===== src/tmi_pkg.sv =====
// ----------------------------------------------------------------------------
// Tape machine interpreter package
// Item types, opcodes, status codes, program characters and the command and
// status groups between the controller and the datapath.
// ----------------------------------------------------------------------------
package tmi_pkg;

   localparam int TMI_PROGRAM_DEPTH = 1024;
   localparam int TMI_TAPE_DEPTH    = 4096;
   localparam int TMI_CELL_BITS     = 32;

   // Opcodes of an input item.
   localparam logic [1:0] OP_APPEND  = 2'd0;
   localparam logic [1:0] OP_CLEAR   = 2'd1;
   localparam logic [1:0] OP_RESTART = 2'd2;
   localparam logic [1:0] OP_STEP    = 2'd3;

   // Run status codes of a result item.
   localparam logic [1:0] RUN_ACTIVE      = 2'd0;
   localparam logic [1:0] RUN_DONE        = 2'd1;
   localparam logic [1:0] RUN_BRACKET_ERR = 2'd2;
   localparam logic [1:0] RUN_STORE_FULL  = 2'd3;

   // Program characters.
   localparam logic [7:0] CH_RIGHT = 8'h3E;
   localparam logic [7:0] CH_LEFT  = 8'h3C;
   localparam logic [7:0] CH_INC   = 8'h2B;
   localparam logic [7:0] CH_DEC   = 8'h2D;
   localparam logic [7:0] CH_IN    = 8'h2C;
   localparam logic [7:0] CH_OUT   = 8'h2E;
   localparam logic [7:0] CH_OPEN  = 8'h5B;
   localparam logic [7:0] CH_CLOSE = 8'h5D;

   typedef struct packed {
      logic [1:0] opcode;
      logic [7:0] code_char;
      logic [7:0] in_byte;
   } req_type;

   typedef struct packed {
      logic       out_valid;
      logic [7:0] out_char;
      logic       in_taken;
      logic [1:0] run_status;
   } rsp_type;

   // Controller to datapath.
   typedef struct packed {
      logic accept;
      logic exec;
      logic scan_fwd;
      logic scan_bwd;
      logic clearing;
   } cmd_type;

   // Datapath to controller.
   typedef struct packed {
      logic runnable;
      logic go_fwd;
      logic go_bwd;
      logic scan_done;
      logic clear_last;
   } sts_type;

endpackage


===== src/tmi_ctrl.sv =====
// ----------------------------------------------------------------------------
// Tape machine controller
// Sequences the tape clearing pass, item acceptance, instruction execution
// and bracket scans, and raises the result strobe.
// ----------------------------------------------------------------------------
module tmi_ctrl
   import tmi_pkg::*;
(
   input  logic       clock,
   input  logic       reset,
   input  logic       start,
   input  logic [1:0] opcode,
   input  sts_type    sts,
   output cmd_type    cmd,
   output logic       busy,
   output logic       rsp_strobe
);

   typedef enum logic [2:0] {
      S_CLEAR,
      S_IDLE,
      S_EXEC,
      S_SCAN_F,
      S_SCAN_B
   } state_type;

   state_type state_ff, state_in;
   logic      rsp_strobe_ff, rsp_strobe_in;

   always_comb begin
      state_in      = state_ff;
      rsp_strobe_in = 1'b0;
      cmd           = '0;
      case (state_ff)
         S_CLEAR: begin
            cmd.clearing = 1'b1;
            if (sts.clear_last) begin
               state_in = S_IDLE;
            end
         end
         S_IDLE: begin
            if (start) begin
               cmd.accept = 1'b1;
               if (opcode == OP_STEP && sts.runnable) begin
                  state_in = S_EXEC;
               end else begin
                  rsp_strobe_in = 1'b1;
               end
            end
         end
         S_EXEC: begin
            cmd.exec = 1'b1;
            if (sts.go_fwd) begin
               state_in = S_SCAN_F;
            end else if (sts.go_bwd) begin
               state_in = S_SCAN_B;
            end else begin
               state_in      = S_IDLE;
               rsp_strobe_in = 1'b1;
            end
         end
         S_SCAN_F: begin
            cmd.scan_fwd = 1'b1;
            if (sts.scan_done) begin
               state_in      = S_IDLE;
               rsp_strobe_in = 1'b1;
            end
         end
         S_SCAN_B: begin
            cmd.scan_bwd = 1'b1;
            if (sts.scan_done) begin
               state_in      = S_IDLE;
               rsp_strobe_in = 1'b1;
            end
         end
         default: begin
            state_in = S_CLEAR;
         end
      endcase
   end

   always_ff @(posedge clock) begin
      if (reset) begin
         state_ff      <= S_CLEAR;
         rsp_strobe_ff <= 1'b0;
      end else begin
         state_ff      <= state_in;
         rsp_strobe_ff <= rsp_strobe_in;
      end
   end

   assign busy       = (state_ff != S_IDLE);
   assign rsp_strobe = rsp_strobe_ff;

endmodule


===== config.mk =====
export PLATFORM = sky130hd
export DESIGN_NAME = tmi_ctrl
export DESIGN_NICKNAME = d
export VERILOG_FILES = /design/src/tmi_pkg.sv /design/src/tmi_ctrl.sv
export SDC_FILE = /design/constraint.sdc
export NUM_CORES = 1
export LEC_CHECK = 0
export BUFFER_PORTS_ARGS = -buffer_cell sky130_fd_sc_hd__buf_2
export CAP_MARGIN = 20
export CORE_AREA = 2 2 39 41
export DETAILED_ROUTE_END_ITERATION = 10
export DIE_AREA = 0 0 41 43
export GPL_TIMING_DRIVEN = 0
export SKIP_CTS_REPAIR_TIMING = 1
export SYNTH_ARGS = -nofsm -noshare
export SYNTH_HDL_FRONTEND = slang
export SYNTH_SLANG_ARGS = --single-unit

===== constraint.sdc =====
create_clock -name clock -period 1.72 [get_ports clock]
set_clock_uncertainty 0.15 [all_clocks]
set_input_delay 0.086 -clock clock [delete_from_list [all_inputs] [get_ports clock]]
set_output_delay 0.086 -clock clock [all_outputs]
set_load 0.02 [all_outputs]

==> Yosys cells after proc, flatten, opt, wreduce, memory -nomap -nowiden <==
Index checks and enable logic that the tools add are counted.
{ "word_totals": {"output_inout_bits": 7, "word_cells": 35, "reg_bits": 4, "in_bits": 10} }
{ "classes": {"eq_ne": 10, "n_reduce_logical": 4, "mux": 19} }
{ "ops": {"columns": ["cell", "n"], "rows": [
  ["2-to-1 mux 3 bit", 6],
  ["one-hot mux 3 bit (4 select lines)", 1],
  ["2-to-1 mux 1 bit", 11],
  ["equality test 3 x 2 -> 1 bit (second input constant)", 2],
  ["inequality test 2 bit (second input constant)", 3],
  ["AND reduction 4 bit", 1],
  ["equality test 3 x 1 -> 1 bit (second input constant)", 1],
  ["equality test 3 bit (second input constant)", 1],
  ["zero test 3 bit", 1],
  ["inequality test 3 x 1 -> 1 bit (second input constant)", 1],
  ["one-hot mux 1 bit (3 select lines)", 1],
  ["equality test 2 bit (second input constant)", 1],
  ["inequality test 2 x 1 -> 1 bit (second input constant)", 1],
  ["OR reduction 2 bit", 1],
  ["logical AND 1 bit", 1]
]} }

==> Logic depth before layout (Yosys ltp) <==
Gate-level depths: netlist of the first run.
{ "depth": {"depth_word": 5, "depth_mapped": 5, "mapped_depth_nobuf": 4} }

==> Worst setup path after synthesis of the first run <==
No wires, ideal clock.
{ "synth_timing": {"kind": "reg2reg", "from": "register state_ff[1]", "to": "register rsp_strobe_ff (netlist: rsp_strobe)", "path_buffers": 1, "slack_ps": 366, "arrival_ps": 1125, "t_required_ps": 1491, "setup_ps": 79, "path_stages_with_launch": 6, "period_less_slack_ps": 1354, "path_cell_list": "dfxtp_1 buf_4 nor2_1 and2_1 nor2_1 a211oi_2"} }
{ "synth_via": {"elab_chain_len": 3, "elab_cells_between_ends": 6, "classes_between": "eq/ne (4); mux (1); reduce/logical (1)"} }
{ "synth_rtl": {"columns": ["element", "line", "text"], "rows": [
  ["from (decl)", "tmi_ctrl.sv:27", "state_type state_ff, state_in;"],
  ["from (signal assigned)", "tmi_ctrl.sv:87", "state_ff <= state_in;"],
  ["equality test 3 bit / equality test 3 x 2 -> 1 bit (equally long branches)", "tmi_ctrl.sv:34", "case (state_ff)"],
  ["OR reduction 2 bit (no source line)", null, null],
  ["one-hot mux 1 bit (3 select lines) *", "tmi_ctrl.sv:34", null],
  ["to (signal assigned)", "tmi_ctrl.sv:88", "rsp_strobe_ff <= rsp_strobe_in;"],
  ["to (decl)", "tmi_ctrl.sv:28", "logic rsp_strobe_ff, rsp_strobe_in;"]
]} }
Mark *: on every way between the ends. The rest lies on a longest branch, timed or not.
A chain may end at the register's enable or synchronous reset.

==> metrics.md, run 1 <==
| Metric | Value |
|---|---|
| Post-synth top flop | `dfxtp_1` |
| Clock transition at path regs | `roughly 0.040 ns` |
| Syn nets | `between 50 and 60` |
| CP Buf/Inv Count | `3` |
| Initial antenna violation count | `0` |
| Post-synthesis sequential area ratio | `22.9%` |
| Top Family by Delay on Critical Path | `buffers and inverters` |
| IO Port Bufs | `16` |
| Status | `finished, final reports clean` |
| Synth warnings | `0` |
| Area leader, netlist | `dfxtp_1` |
| Largest net degree at the start of global routing | `11` |
| Post-synthesis async set-or-reset flop share | `0%` |
| Critical-path maximum fanout | `10` |
| Synth top area share | `between 20% and 30%` |
| Most frequent cells after synthesis | `nor2_1 (6), nand2_1 (5), dfxtp_1 (4), inv_1 (4), nor3_1 (4)` |
| Hold Fails Final Rpt | `0` |
| P&R area growth vs syn | `38.0%` |
| Max VDD drop | `a little under 0.6 mV` |
| Worst rel slew slack | `a little under nine tenths` |
| Hold/Removal Path Class | `input pin to flip-flop` |
| Final #Nets | `between 70 and 80` |
| Setup Viol. Count Final | `0` |
| GRT Resource Usage Total | `between 10% and 20%` |
| Yosys cell types | `22` |
| Vias in the first global route | `330` |
| Core outline area | `about 1400 µm²` |
| Final WL | `744 µm` |
| Startpoint types | `flip-flop` |
| Root buf cell | `clkbuf_4` |
| Longest Clk Path Bufs | `2` |
| Placer Congestion | `0.699` |
| PD cells | `1470 nW/µm²` |
| Top cells by area, synth | `dfxtp_1 (23%), mux2i_1 (8.6%), buf_4 (6.5%)` |
| Routed len/inst | `around 9.0 µm` |
| Num Clock Sinks | `4` |
| IO Pins | `17` |
| Tot Pwr | `around 710 µW` |
| Crit path kind | `flip-flop to output pin` |
| DRT Pass-1 Iters | `4` |
| DR DRC count | `0` |
| Min Tclk post-route | `approximately 1.5 ns` |
| Gr ovfl total | `0` |
| DRT antenna net count | `0` |
| CP arrival | `around 1.3 ns` |
| Die H | `about 43 µm` |
| Synthesized instance count | `47` |
| Vias/cell | `between 4 and 5` |
| Final period util | `roughly 90%` |
| Drt first-iter violations | `6` |
| Netlist Area Pre-Place | `between 300 and 400 µm²` |
| Lkg Pwr | `0.229 nW` |
| TritonCTS clock tree | `built` |
| Total negative slack | `0 ns` |
| Max_cap viols | `0` |
| Slowest CP cell | `dfxtp_1` |
| Maximum clock frequency | `between 600 and 700 MHz` |
| Fin. max-slew vios | `0` |
| Site Rows | `14` |
| Initial core utilization | `around 25%` |
| Via count | `~380` |
| DIE WIDTH | `roughly 41 µm` |
| Global-route wire length before repair | `1260 µm` |
| Detailed placement HPWL | `614 µm` |
| CP max stage delay | `between 0.3 and 0.4 ns` |
| N_diodes | `0` |
| Slew @ Worst Pin | `0.223 ns` |
| Top-count cell post-synth | `nor2_1` |
| Worst Path Required | `between 1 and 1.5 ns` |
| EDFF count, synth | `0` |
| Worst-skew pair later-pin latency | `0.23 ns` |
| H-tree levels | `1` |
| RSZ-0062 raised after global routing | `no` |
| Seq cells post-synth | `4` |
| CTS Buf Count | `3` |
| Critical Path Sink Type | `output pin` |
| CP Cell Sequence | `buf_4 -> inv_1 -> nor2_1 -> and2_1 -> buf_2` |
| Syn avg cell area | `~7.4 µm²` |
| Die area | `between 1500 and 2000 µm²` |
| Fraction of layout cells with a size suffix above 1 | `about two fifths` |
==> per-stage QoR <==
stage	std cells	setup WS (ns)	utilization, %	cell area (µm²)	hold slack, ns
2_1_floorplan	47	0.366	-	349	0.000646
3_3_place_gp	79	0.329	32.5	449	0.186
3_5_place_dp	79	0.359	32.5	449	0.178
4_1_cts	82	0.198	34.1	472	-0.0655
5_1_grt	83	0.119	34.8	482	0.0184
6_report	83	0.215	34.8	482	0.00927
==> cell usage in the layout, fill, tap and decap left out, drive strengths merged <==
cell type,count
o31ai,1
a21oi,1
o21ai,2
a22oi,1
nand2,5
nor2,6
a32oi,2
buf,19
clkbuf,3
mux2i,3
a31oi,1
and2,3
nand2b,2
dlygate4sd3,1
nor3b,2
dfxtp,4
nand4,1
a211oi,1
nand3,1
nor3,4
inv,4
==> final timing paths <==
check | from | end | slack, ns | cells after the start
worst min register to register | state_ff[1] | state_ff[1] | 0.50 | 3
worst min-delay path | sts[1] | rsp_strobe | 0.009 | 3
worst max-delay path | state_ff[1] | cmd[2] | 0.22 | 5
worst max register to register | state_ff[0] | rsp_strobe | 0.37 | 4
==> worst register-to-register path, stage by stage, from the launching register on <==
cell	delay (ns)
dfxtp_1	0.37
nor3b_2	0.26
and2_4	0.18
a22oi_1	0.08
a211oi_2	0.23
==> per-layer routing <==
metal  share of wire (%)  GRT usage [%]
met5                   0              0
met4                   0           2.00
met3                 5.1           4.71
met2                  47           14.7
met1                  47           13.8
==> final cells by class <==
cell class / count / area [µm²]
plain buffers: 3 / 22.5
clock buffers: 3 / 22.5
fillers: 159 / 902
inverters: 4 / 15.0
multi-input cells: 36 / 231
flip-flops and latches: 4 / 80.1
well taps: 16 / 20.0
repair buffers: 17 / 90.1
==> sequential cells by signal, indices dropped and copies added (netlist names) <==
| register | flops |
|---|---|
| rsp_strobe | 1 |
| state_ff | 3 |
==> where the power goes <==
part | leakage [nW] | total, mW | internal, mW | switching, mW
clock network | 0.0138 | 0.111 | 0.0777 | 0.0329
registers | 0.0327 | 0.140 | 0.119 | 0.0208
logic | 0.183 | 0.458 | 0.194 | 0.264
==> cell families (layout without fill, tap and decap cells) <==
kind of cell / Yosys count / after routing / share of synthesized area, %
AND/OR/NAND/NOR: 24 / 24 / 36.2
AO/OA/AOI/OAI: 9 / 9 / 21.5
buffers and inverters: 7 / 27 / 10.8
flip-flops: 4 / 4 / 22.9
multiplexers: 3 / 3 / 8.60
No activity file was read; power rests on OpenSTA's default activity.
==> run 2, diff against run 1 <==
--- a/config.mk
+++ b/config.mk
@@ -11,6 +11,7 @@
 export DETAILED_ROUTE_END_ITERATION = 10
 export DIE_AREA = 0 0 41 43
 export GPL_TIMING_DRIVEN = 0
+export RECOVER_POWER = 25
 export SKIP_CTS_REPAIR_TIMING = 1
 export SYNTH_ARGS = -nofsm -noshare
 export SYNTH_HDL_FRONTEND = slang
==> metrics.md, run 2 (synthesis gave the netlist of run 1 again) <==
| Metric | Value |
|---|---|
| Drt first-iter violations | `6` |
| DRT antenna net count | `0` |
| Hold/Removal Path Class | `input pin to flip-flop` |
| H-tree levels | `1` |
| Crit path kind | `flip-flop to output pin` |
| Detailed placement HPWL | `about 600 µm` |
| Longest Clk Path Bufs | `2` |
| Worst rel slew slack | `about 84%` |
| Post-Place Cells | `between 70 and 80` |
| Most common cell after layout, fill and taps aside | `buf_2` |
| CTS Buf Count | `3` |
| Worst Path Required | `1.48 ns` |
| Fin. max-slew vios | `0` |
| Critical-path maximum fanout | `10` |
| P&R area growth vs syn | `37.6%` |
| N_diodes | `0` |
| Startpoint types | `flip-flop` |
| Worst-skew pair later-pin latency | `0.23 ns` |
| M1 GR Usage | `~14%` |
| DR DRC count | `0` |
| Worst r2r dst | `rsp_strobe` |
| Fraction of layout cells with a size suffix above 1 | `38.8%` |
| Routed len/inst | `8.96 µm` |
| Root buf cell | `clkbuf_4` |
| Via count | `between 300 and 400` |
| IO Pins | `17` |
| Worst reg2reg path startpoint | `state_ff[0]` |
| Hold Path Cell Cnt | `3` |
| Util after Layout | `between 30% and 40%` |
| DRT Pass-1 Iters | `4` |
| Max_cap viols | `0` |
| Most frequent cells in the layout | `buf_2 (15), nor2_1 (6), nand2_1 (5)` |
| PD cells | `1470 nW/µm²` |
| Lkg Pwr | `between 0.2 and 0.25 nW` |
| Max VDD drop | `a little under 0.6 mV` |
| Global route hottest layer | `met2` |
| Initial antenna violation count | `0` |
| Min Tclk post-route | `around 1.5 ns` |
| Die H | `~43 µm` |
| Met3 usage | `under 10%` |
| Global-route wire length before repair | `approximately 1300 µm` |
| Status | `finished, final reports clean` |
| Flop2flop setup slack | `~0.37 ns` |
| Num Clock Sinks | `4` |
| Largest net degree at the start of global routing | `11` |
| Gr ovfl total | `0` |
| Final #Nets | `roughly 80` |
| Final period util | `approximately 90%` |
| Maximum clock frequency | `between 600 and 700 MHz` |
| Setup ws final | `around 0.22 ns` |
| Vias/cell | `4.54` |
| Final WL | `between 700 and 800 µm` |
| Clock transition at path regs | `0.04 ns` |
| TritonCTS clock tree | `built` |
| Slew @ Worst Pin | `approximately 0.24 ns` |
| R2R depth | `4` |
| Die area | `roughly 1800 µm²` |
| GRT met2 Usage | `between 10% and 20%` |
| Placer Congestion | `approximately 0.70` |
| Largest Register | `state_ff` |
| GRT Resource Usage Total | `between 10% and 20%` |
| Initial core utilization | `25.2%` |
| Post-Layout Cell Count | `slightly above 80` |
| IO Port Bufs | `16` |
| # fillers | `about 160` |
| Post-layout instance area | `between 400 and 500 µm²` |
| Worst Hold Launch | `sts[1]` |
| Worst Hold End | `rsp_strobe` |
| RSZ-0062 raised after global routing | `no` |
| Vias in the first global route | `330` |
| Total negative slack | `0 ns` |
| Core outline area | `~1400 µm²` |
| Setup Viol. Count Final | `0` |
| Critical Path Sink Type | `output pin` |
| Site Rows | `14` |
| CP arrival | `around 1.3 ns` |
| Max reg flops | `3` |
| Hold Fails Final Rpt | `0` |
| DIE WIDTH | `roughly 41 µm` |
| Post-place instance area | `roughly 450 µm²` |
| Pre-CTS WS | `approximately 0.36 ns` |
## run 2: critical path, cell delays in order (launching register included)
cell,delay [ns]
dfxtp_1,0.34
buf_4,0.17
inv_1,0.07
nor2_1,0.17
and2_1,0.15
buf_2,0.15
## run 2: area by class of cell
cell class / instances / area, µm² / share of cell area [%]
Inverter: 4 / 15.0 / 3.12
Multi-Input combinational cell: 36 / 231 / 48.2
Clock buffer: 3 / 22.5 / 4.69
Tap cell: 16 / 20.0 / 4.17
Buffer: 3 / 22.5 / 4.69
Sequential cell: 4 / 80.1 / 16.7
Timing Repair Buffer: 17 / 88.8 / 18.5
## run 2: worst max path at each step
stage / end / cells after the start / from
final: cmd[2] / 5 / state_ff[1]
after global routing: cmd[2] / 5 / state_ff[1]
after CTS: cmd[2] / 5 / state_ff[1]
after detailed placement: rsp_strobe / 4 / state_ff[0]
after global placement: rsp_strobe / 4 / state_ff[0]
after floorplan: rsp_strobe / 5 / state_ff[1]
## run 2: through the flow
stage	hold slack (ns)	total power, mW
floorplan	0.000646	0.499
global placement	0.186	0.604
detailed placement	0.178	0.603
CTS	-0.0655	0.721
global route	0.0184	0.776
finish	0.00927	0.708
## run 2: routing by layer
metal / part of all wire, % / up-vias
met2: 47 / 9
met5: 0 / -
li1: - / 208
met3: 5.1 / 0
met1: 47 / 160
met4: 0 / 0
## run 2: where the power goes
part	internal (mW)	switching [mW]	total [mW]
Clock	0.0777	0.0329	0.111
Combinational	0.193	0.264	0.458
Sequential	0.119	0.0209	0.140
